### src/rtl/core/tkdq_pkg.sv
`default_nettype none

package tkdq_pkg;

	localparam int unsigned COORD_W = 12;
	localparam int unsigned THR_W   = 8;
	localparam int unsigned PEND_W  = 4;

	typedef logic [COORD_W-1:0] coord_t;
	typedef logic [THR_W-1:0]   thr_t;
	typedef logic [PEND_W-1:0]  pend_t;

	// Threshold after reset, and the ceiling of the run counter.
	localparam thr_t THR_RESET = 8'd4;
	localparam thr_t CNT_MAX   = 8'd255;

	// One tick as it arrives on the input channel.
	typedef struct packed {
		logic   touched;
		coord_t touch_x;
		coord_t touch_y;
		logic   pop_req;
	} tick_t;

	// One result as it leaves on the output channel.
	typedef struct packed {
		logic   event_valid;
		coord_t event_x;
		coord_t event_y;
		pend_t  pending;
	} event_t;

	// Control handed from the top level to the debouncer and the queue.
	typedef struct packed {
		logic  adv;
		tick_t tick;
	} stage_ctl_t;

endpackage

`default_nettype wire

### src/rtl/core/tkdq_chan_if.sv
`default_nettype none

interface tkdq_chan_if #(
	parameter type T = logic
) ();

	logic valid;
	logic ready;
	T     data;

	modport source (output valid, output data, input ready);
	modport sink   (input valid, input data, output ready);

endinterface

`default_nettype wire

### src/rtl/core/tkdq_ram.sv
`default_nettype none

module tkdq_ram #(
	parameter int unsigned WIDTH = 24,
	parameter int unsigned DEPTH = 8,
	localparam int unsigned AW = (DEPTH > 1) ? $clog2(DEPTH) : 1
) (
	input  wire logic             clk,
	input  wire logic             we,
	input  wire logic [AW-1:0]    waddr,
	input  wire logic [WIDTH-1:0] wdata,
	input  wire logic             re,
	input  wire logic [AW-1:0]    raddr,
	output logic      [WIDTH-1:0] rdata
);

	logic [WIDTH-1:0] mem [DEPTH];

	// A read at the address being written returns the old contents.
	always_ff @(posedge clk) begin
		if (we) begin
			mem[waddr] <= wdata;
		end
		if (re) begin
			rdata <= mem[raddr];
		end
	end

endmodule

`default_nettype wire

### src/rtl/core/tkdq_debounce.sv
`default_nettype none

module tkdq_debounce import tkdq_pkg::*; (
	input  wire logic       clk,
	input  wire logic       arst_n,
	input  wire stage_ctl_t ctl,
	input  wire thr_t       thr,
	input  wire logic       full,
	output logic            push
);

	localparam logic PH_PRESS   = 1'b0;
	localparam logic PH_RELEASE = 1'b1;

	logic phase_q;
	thr_t cnt_q;
	thr_t cnt_inc;
	logic reached;

	// A zero threshold is met by the first qualifying tick, as the count is at least one.
	assign cnt_inc = (cnt_q == CNT_MAX) ? cnt_q : cnt_q + 8'd1;
	assign reached = (cnt_inc >= thr);
	assign push    = ctl.adv && (phase_q == PH_PRESS) && ctl.tick.touched && reached && !full;

	always_ff @(posedge clk or negedge arst_n) begin
		if (!arst_n) begin
			phase_q <= PH_PRESS;
			cnt_q   <= '0;
		end else if (ctl.adv) begin
			case (phase_q)
				PH_PRESS: begin
					if (!ctl.tick.touched) begin
						cnt_q <= '0;
					end else if (reached) begin
						// A press that finds the queue full is dropped.
						cnt_q <= '0;
						if (!full) begin
							phase_q <= PH_RELEASE;
						end
					end else begin
						cnt_q <= cnt_inc;
					end
				end
				PH_RELEASE: begin
					if (ctl.tick.touched) begin
						cnt_q <= '0;
					end else if (reached) begin
						cnt_q   <= '0;
						phase_q <= PH_PRESS;
					end else begin
						cnt_q <= cnt_inc;
					end
				end
				default: begin
					phase_q <= PH_PRESS;
					cnt_q   <= '0;
				end
			endcase
		end
	end

	a_push_arms_release: assert property (@(posedge clk) disable iff (!arst_n)
		push |=> (phase_q == PH_RELEASE) && (cnt_q == '0))
		else $error("push did not move the debouncer to the release phase");

	a_release_done: assert property (@(posedge clk) disable iff (!arst_n)
		ctl.adv && (phase_q == PH_RELEASE) && !ctl.tick.touched && reached
		|=> (phase_q == PH_PRESS) && (cnt_q == '0))
		else $error("accepted release did not return to the press phase");

endmodule

`default_nettype wire

### src/rtl/core/tkdq_queue.sv
`default_nettype none

module tkdq_queue import tkdq_pkg::*; #(
	parameter int unsigned QUEUE_DEPTH = 8
) (
	input  wire logic       clk,
	input  wire logic       arst_n,
	input  wire stage_ctl_t ctl,
	input  wire logic       push,
	output logic            full,
	output event_t          result
);

	localparam int unsigned PTR_W  = (QUEUE_DEPTH > 1) ? $clog2(QUEUE_DEPTH) : 1;
	localparam int unsigned FILL_W = $clog2(QUEUE_DEPTH + 1);
	localparam int unsigned DATA_W = 2 * COORD_W;

	logic [PTR_W-1:0]  wr_ptr_q;
	logic [PTR_W-1:0]  rd_ptr_q;
	logic [FILL_W-1:0] fill_q;
	logic [FILL_W-1:0] fill_mid;
	logic [FILL_W-1:0] fill_nxt;
	logic              pop_ok;
	logic              bypass;
	logic [DATA_W-1:0] rdata;

	logic   ev_s2;
	logic   byp_s2;
	coord_t byp_x_s2;
	coord_t byp_y_s2;
	pend_t  pend_s2;

	// The push of a tick lands before its pop, so a pop may take the entry just written.
	assign full     = (fill_q == FILL_W'(QUEUE_DEPTH));
	assign fill_mid = fill_q + FILL_W'(push);
	assign pop_ok   = ctl.adv && ctl.tick.pop_req && (fill_mid != '0);
	assign fill_nxt = fill_mid - FILL_W'(pop_ok);
	// When the queue was empty, the popped entry is the one written in this cycle.
	assign bypass   = push && pop_ok && (fill_q == '0);

	tkdq_ram #(
		.WIDTH (DATA_W),
		.DEPTH (QUEUE_DEPTH)
	) u_store (
		.clk   (clk),
		.we    (push),
		.waddr (wr_ptr_q),
		.wdata ({ctl.tick.touch_x, ctl.tick.touch_y}),
		.re    (pop_ok),
		.raddr (rd_ptr_q),
		.rdata (rdata)
	);

	always_ff @(posedge clk or negedge arst_n) begin
		if (!arst_n) begin
			wr_ptr_q <= '0;
			rd_ptr_q <= '0;
			fill_q   <= '0;
			ev_s2    <= 1'b0;
			byp_s2   <= 1'b0;
		end else if (ctl.adv) begin
			if (push) begin
				wr_ptr_q <= (wr_ptr_q == PTR_W'(QUEUE_DEPTH - 1)) ? '0 : wr_ptr_q + PTR_W'(1);
			end
			if (pop_ok) begin
				rd_ptr_q <= (rd_ptr_q == PTR_W'(QUEUE_DEPTH - 1)) ? '0 : rd_ptr_q + PTR_W'(1);
			end
			fill_q <= fill_nxt;
			ev_s2  <= pop_ok;
			byp_s2 <= bypass;
		end
	end

	always_ff @(posedge clk) begin
		if (ctl.adv) begin
			byp_x_s2 <= ctl.tick.touch_x;
			byp_y_s2 <= ctl.tick.touch_y;
			pend_s2  <= PEND_W'(fill_nxt);
		end
	end

	always_comb begin
		result.event_valid = ev_s2;
		result.pending     = pend_s2;
		result.event_x     = '0;
		result.event_y     = '0;
		if (ev_s2) begin
			if (byp_s2) begin
				result.event_x = byp_x_s2;
				result.event_y = byp_y_s2;
			end else begin
				result.event_x = rdata[DATA_W-1:COORD_W];
				result.event_y = rdata[COORD_W-1:0];
			end
		end
	end

	a_fill_bound: assert property (@(posedge clk) disable iff (!arst_n)
		fill_q <= FILL_W'(QUEUE_DEPTH))
		else $error("queue fill count above depth");

	a_hold_when_stalled: assert property (@(posedge clk) disable iff (!arst_n)
		!ctl.adv |=> $stable(fill_q) && $stable(wr_ptr_q) && $stable(rd_ptr_q))
		else $error("queue state moved without an advancing item");

	a_push_only_grows: assert property (@(posedge clk) disable iff (!arst_n)
		push && !pop_ok |=> fill_q == FILL_W'($past(fill_q) + FILL_W'(1)))
		else $error("push without pop did not grow the fill count by one");

endmodule

`default_nettype wire

### src/rtl/core/touch_key_debounce_queue.sv
`default_nettype none

// Channel  Role    Payload                                   Accepted when
// tick     sink    touched, touch_x, touch_y, pop_req        tick.valid && tick.ready
// evt      source  event_valid, event_x, event_y, pending    evt.valid && evt.ready
// cfg      sink    debounce_ticks (8 bits)                   cfg.valid && cfg.ready
//
// Every accepted tick yields exactly one result item, which passes through the input register
// and then the result stage.
// One item per cycle is sustained while the output is not stalled; the debounce counter, the queue
// pointers and the single write and read port of the event store update only as an item advances.
// Reset is asynchronous and active low; it clears the debouncer, the queue pointers
// and fill count, and sets the threshold to four. The event store is not cleared.
// A stalled output holds its result; the input register then fills and tick.ready drops.
// Configuration writes are always accepted.

module touch_key_debounce_queue import tkdq_pkg::*; #(
	parameter int unsigned QUEUE_DEPTH = 8
) (
	input  wire logic  clk,
	input  wire logic  arst_n,
	tkdq_chan_if.sink   tick,
	tkdq_chan_if.source evt,
	tkdq_chan_if.sink   cfg
);

	thr_t       thr_q;
	logic       valid_s1;
	tick_t      item_s1;
	logic       out_valid_q;
	logic       s2_free;
	stage_ctl_t ctl;
	logic       push;
	logic       full;
	event_t     result;

	// The threshold register takes a write in any cycle.
	assign cfg.ready = 1'b1;

	always_ff @(posedge clk or negedge arst_n) begin
		if (!arst_n) begin
			thr_q <= THR_RESET;
		end else if (cfg.valid) begin
			thr_q <= cfg.data;
		end
	end

	// The input register advances into the result stage whenever that stage is empty
	// or its item is being taken in the same cycle.
	assign s2_free    = !out_valid_q || evt.ready;
	assign ctl.adv    = valid_s1 && s2_free;
	assign ctl.tick   = item_s1;
	assign tick.ready = !valid_s1 || ctl.adv;

	always_ff @(posedge clk or negedge arst_n) begin
		if (!arst_n) begin
			valid_s1    <= 1'b0;
			out_valid_q <= 1'b0;
		end else begin
			if (tick.valid && tick.ready) begin
				valid_s1 <= 1'b1;
			end else if (ctl.adv) begin
				valid_s1 <= 1'b0;
			end
			if (ctl.adv) begin
				out_valid_q <= 1'b1;
			end else if (evt.ready) begin
				out_valid_q <= 1'b0;
			end
		end
	end

	always_ff @(posedge clk) begin
		if (tick.valid && tick.ready) begin
			item_s1 <= tick.data;
		end
	end

	// The debouncer decides the push; the queue then applies the push before the pop.
	tkdq_debounce u_debounce (
		.clk    (clk),
		.arst_n (arst_n),
		.ctl    (ctl),
		.thr    (thr_q),
		.full   (full),
		.push   (push)
	);

	tkdq_queue #(
		.QUEUE_DEPTH (QUEUE_DEPTH)
	) u_queue (
		.clk    (clk),
		.arst_n (arst_n),
		.ctl    (ctl),
		.push   (push),
		.full   (full),
		.result (result)
	);

	assign evt.valid = out_valid_q;
	assign evt.data  = result;

endmodule

`default_nettype wire
### src/flat_wrapper.sv
// flat-port wrapper written by rule: the top's interface ports become plain ports
module touch_key_debounce_queue_flat import tkdq_pkg::*;
#(
	parameter int unsigned QUEUE_DEPTH = 8
)
  (clk, arst_n, tick_valid, tick_data, tick_ready, evt_valid, evt_data, evt_ready, cfg_valid, cfg_data, cfg_ready);
  tkdq_chan_if tick_i ();
  tkdq_chan_if evt_i ();
  tkdq_chan_if cfg_i ();
  input  wire logic clk;
  input  wire logic arst_n;
  input wire logic [$bits(tick_i.valid)-1:0] tick_valid;
  input wire logic [$bits(tick_i.data)-1:0] tick_data;
  output wire logic [$bits(tick_i.ready)-1:0] tick_ready;
  output wire logic [$bits(evt_i.valid)-1:0] evt_valid;
  output wire logic [$bits(evt_i.data)-1:0] evt_data;
  input wire logic [$bits(evt_i.ready)-1:0] evt_ready;
  input wire logic [$bits(cfg_i.valid)-1:0] cfg_valid;
  input wire logic [$bits(cfg_i.data)-1:0] cfg_data;
  output wire logic [$bits(cfg_i.ready)-1:0] cfg_ready;
  assign tick_i.valid = tick_valid;
  assign tick_i.data = tick_data;
  assign tick_ready = tick_i.ready;
  assign evt_valid = evt_i.valid;
  assign evt_data = evt_i.data;
  assign evt_i.ready = evt_ready;
  assign cfg_i.valid = cfg_valid;
  assign cfg_i.data = cfg_data;
  assign cfg_ready = cfg_i.ready;
  touch_key_debounce_queue #(.QUEUE_DEPTH(QUEUE_DEPTH)) u_core (.clk(clk), .arst_n(arst_n), .tick(tick_i), .evt(evt_i), .cfg(cfg_i));
endmodule
### config.mk
export PLATFORM = sky130hd
export DESIGN_NAME = touch_key_debounce_queue_flat
export DESIGN_NICKNAME = d
export VERILOG_FILES = /design/src/rtl/core/tkdq_pkg.sv /design/src/rtl/core/tkdq_chan_if.sv /design/src/rtl/core/tkdq_ram.sv /design/src/rtl/core/tkdq_debounce.sv /design/src/rtl/core/tkdq_queue.sv /design/src/rtl/core/touch_key_debounce_queue.sv /design/src/flat_wrapper.sv
export SDC_FILE = /design/constraint.sdc
export NUM_CORES = 1
export LEC_CHECK = 0
export BUFFER_PORTS_ARGS = -buffer_cell sky130_fd_sc_hd__buf_2
export CAP_MARGIN = 20
export CORE_AREA = 2 2 39 41
export DETAILED_ROUTE_END_ITERATION = 16
export DIE_AREA = 0 0 41 43
export SYNTH_ARGS = -nofsm -noshare
export SYNTH_HDL_FRONTEND = slang
export SYNTH_SLANG_ARGS = --single-unit
### constraint.sdc
create_clock -name clk -period 1.6 [get_ports clk]
set_input_delay 0.4 -clock clk [delete_from_list [all_inputs] [get_ports clk]]
set_output_delay 0.4 -clock clk [all_outputs]
set_load 0.03 [all_outputs]
==> results.md <==
* Status: finished, final reports clean
* Count of cells resized by post-cts repair at 0
* Dominant synthesized flop cell: sky130_fd_sc_hd__dfrtp_1
* Slew Limit Fails at 0
* Worst endpoint data arrival time at 1120 ps
* Number of failing hold endpoints at the final stage at 0
* WL per Instance at 9.86 um
* CP Data Required Time at 1200 ps
* CTS tree: built
* Yosys cell types at 19
* Class of the most critical setup path: flop to output port
* Top fanout value on the critical path at 6
* Initial Utilization at 26.9%
* Cell with the biggest individual delay on the critical path: sky130_fd_sc_hd__dfrtp_1
* Maximum operating frequency at 0.659 GHz
* Number of vias in the routed layout at 275
* Detailed router's first-iteration violation count at 1
* Unrepaired setup endpoints after global routing: false
* Gpl congestion at 0.666
* Termination of the worst setup path: tick_ready
* Via-to-Cell Ratio at 4.37
* CTS max path bufs at 2
* Slowest stage delay, CP at 370 ps
* Post-placement cell count at 58
* VDD IR max at 0.000491 V
* PwrDens at 1370 nW/um2
* Number of placement rows at 14
* Aggregate global-route resource usage at 9.28%
* Quantity of I/O buffers inserted on ports at 7
* Die W at 41 um
* Depth of the worst hold-timing path at 1
* HPWL Detailed at 470 um
* Final worst path period need at 1520 ps
* Portion of synthesized cell area occupied by the leading cell type at 40.3%
* Number of inserted filler cells in the final layout at 149
* Initial antenna violation count at 0
* Largest net degree at the start of global routing at 7
* Startpoint Class: flop
* Clk root buf: sky130_fd_sc_hd__clkbuf_4
* Fin Setup TNS at 0 ps
* Antenna diode count at 0
* Mean instance size in the synthesized netlist at 11.3 um2
* Count of buffers added by post-CTS timing repair for setup at 0
* Worst reg-to-reg setup slack at 140 ps
* Later-pin clock latency in the skew report at 250 ps
* Min-delay worst type: input pin to flop
* Launch instance of the worst register-to-register path: u_core.u_queue.fill_q[1]$_DFFE_PN0P_
* Final std cells w/o fill at 63
* Startpoint of the worst setup timing path: u_core.valid_s1$_DFFE_PN0P_
* Worst reg2reg path endpoint: u_core.u_queue.fill_q[2]$_DFFE_PN0P_
* Largest clock skew in the final design at 8.79 ps
* Setup-violating endpoint count in the final report at 0
* Vias in the first global route at 264
* Sequential-to-total area share from yosys stat at 56.4%
* Fraction of synthesis flops using an asynchronous set or reset pin at 75.0%
* Biggest area contributors in the synthesized netlist: sky130_fd_sc_hd__dfrtp_1 40%, sky130_fd_sc_hd__edfxtp_1 16%, sky130_fd_sc_hd__ha_1 6.7%
* Max cap viols at 0
* CP cell instances: buf_4, nand3b_1, buf_2
* Antenna Nets Post-Route at 0
* Height of the die at 43 um
* Routed WL at 621 um
* Final Cycle Share at 94.9%
* Number of synthesized register bits at 8
* Net count of the mapped netlist at 42
* Signed area change from the synthesized netlist to the final layout at 28.9%
* Global-route wire length before repair at 1040 um
* Drc violations at 0
* Synthesized cell area at 373 um2
* Nets at 57
* DRT Pass-1 Iters at 3
* Top cells by instance count after synthesis: 6 x sky130_fd_sc_hd__dfrtp_1, 3 x sky130_fd_sc_hd__inv_1
* Area leader, netlist: sky130_fd_sc_hd__dfrtp_1
* Overall overflow remaining after global route at 0
* Reg clk slew, reported paths at 60 ps
* Logic depth of the worst register-to-register path at 7
* Die footprint at 1760 um2
* Layout cell share with drive strength beyond 1 at 34.0%
* TritonCTS buffer count at 3
* Yosys warnings at 0
* Leakage power summed over all cells at 0.231 nW
* Total number of H-tree levels at 1
* Most common cell in the synthesized netlist: sky130_fd_sc_hd__dfrtp_1
* Cells after Synth at 33
* Area of the placeable core at 1380 um2
* Boundary Pins at 11
* Final core utilization at 34.7%
* Setup crit end kind: output port
* Number of flops mapped to enable cells by yosys at 2
* Count of hold-fix buffers inserted at cts at 1
* Number of sinks driven by the clock tree at 8
==> per-layer routing <==
metal	routed length (um)	share of wire (%)	global-route usage, %	vias to the layer above
li1	-	-	-	136
met1	264	43	10.1	128
met2	307	49	13.4	11
met3	49	7.9	7.85	0
met4	0	0	2.00	0
met5	0	0	0	-
==> logic make-up (layout without fill, tap and decap cells) <==
logic type | Yosys count | in the layout | synth area share (%)
simple gates | 13 | 13 | 22.2
flops | 8 | 8 | 56.4
buf+inv | 4 | 18 | 5.03
compound gates | 3 | 3 | 4.03
fa+ha+maj | 2 | 2 | 6.71
xor+xnor | 2 | 2 | 4.70
other cells | 1 | 1 | 1.01
==> worst min-delay path by stage <==
stage / start / to
floorplan: arst_n / u_core.evt.valid$_DFFE_PN0P_
global placement: arst_n / u_core.u_queue.fill_q[3]$_DFFE_PN0P_
detailed placement: arst_n / u_core.u_queue.fill_q[3]$_DFFE_PN0P_
CTS: tick_data / u_core.ctl[0]$_DFFE_PP_
global route: tick_data / u_core.ctl[0]$_DFFE_PP_
finish: tick_data / u_core.ctl[0]$_DFFE_PP_
==> worst max-delay path: cells and delay by family, from the launching register on <==
kind,cells,cell delay (ps)
buffers and inverters,2,370
flip-flops,1,370
AND/OR/NAND/NOR,1,120
==> registers in the layout, summed over array words and instances, names as in the netlist <==
| name | flops |
|---|---|
| u_core.u_queue.fill_q | 4 |
| u_core.ctl | 1 |
| u_core.evt.valid | 1 |
| u_core.u_queue.pend_s2 | 1 |
| u_core.valid_s1 | 1 |
==> power by group <==
group | internal (mW) | switching, mW | leakage (nW)
Sequential | 0.276 | 0.0367 | 0.0881
Combinational | 0.0806 | 0.0997 | 0.128
Clock | 0.0955 | 0.0706 | 0.0150
Total | 0.452 | 0.207 | 0.231
==> placed cells by master, fill, tap and decap left out, drive strengths merged, types with 2 or more instances in the layout <==
cell,n
edfxtp,2
ha,2
xnor2,2
nand2b,3
dfrtp,6
nand3,2
clkbuf,4
buf,10
nor2,2
inv,3
and2,2
a21oi,2
==> area by class of cell <==
class | count | area [um2] | share of cell area, %
Sequential cell | 8 | 211 | 44.0
Multi-Input combinational cell | 21 | 144 | 29.9
Timing Repair Buffer | 11 | 67.6 | 14.1
Clock buffer | 4 | 26.3 | 5.47
Tap cell | 16 | 20.0 | 4.17
Inverter | 3 | 11.3 | 2.34
==> stage by stage <==
step / hold slack, ps / setup WS [ps] / total power, mW / area, um2
5_1_grt: 309 / 15.4 / 0.713 / 480
3_3_place_gp: 238 / -17.6 / 0.491 / 444
3_5_place_dp: 242 / -33.1 / 0.498 / 444
4_1_cts: 311 / 67.8 / 0.673 / 480
6_report: 318 / 81.7 / 0.659 / 480
2_1_floorplan: 104 / 80.2 / 0.446 / 374
Note: power is estimated with default switching activity, not from simulation.
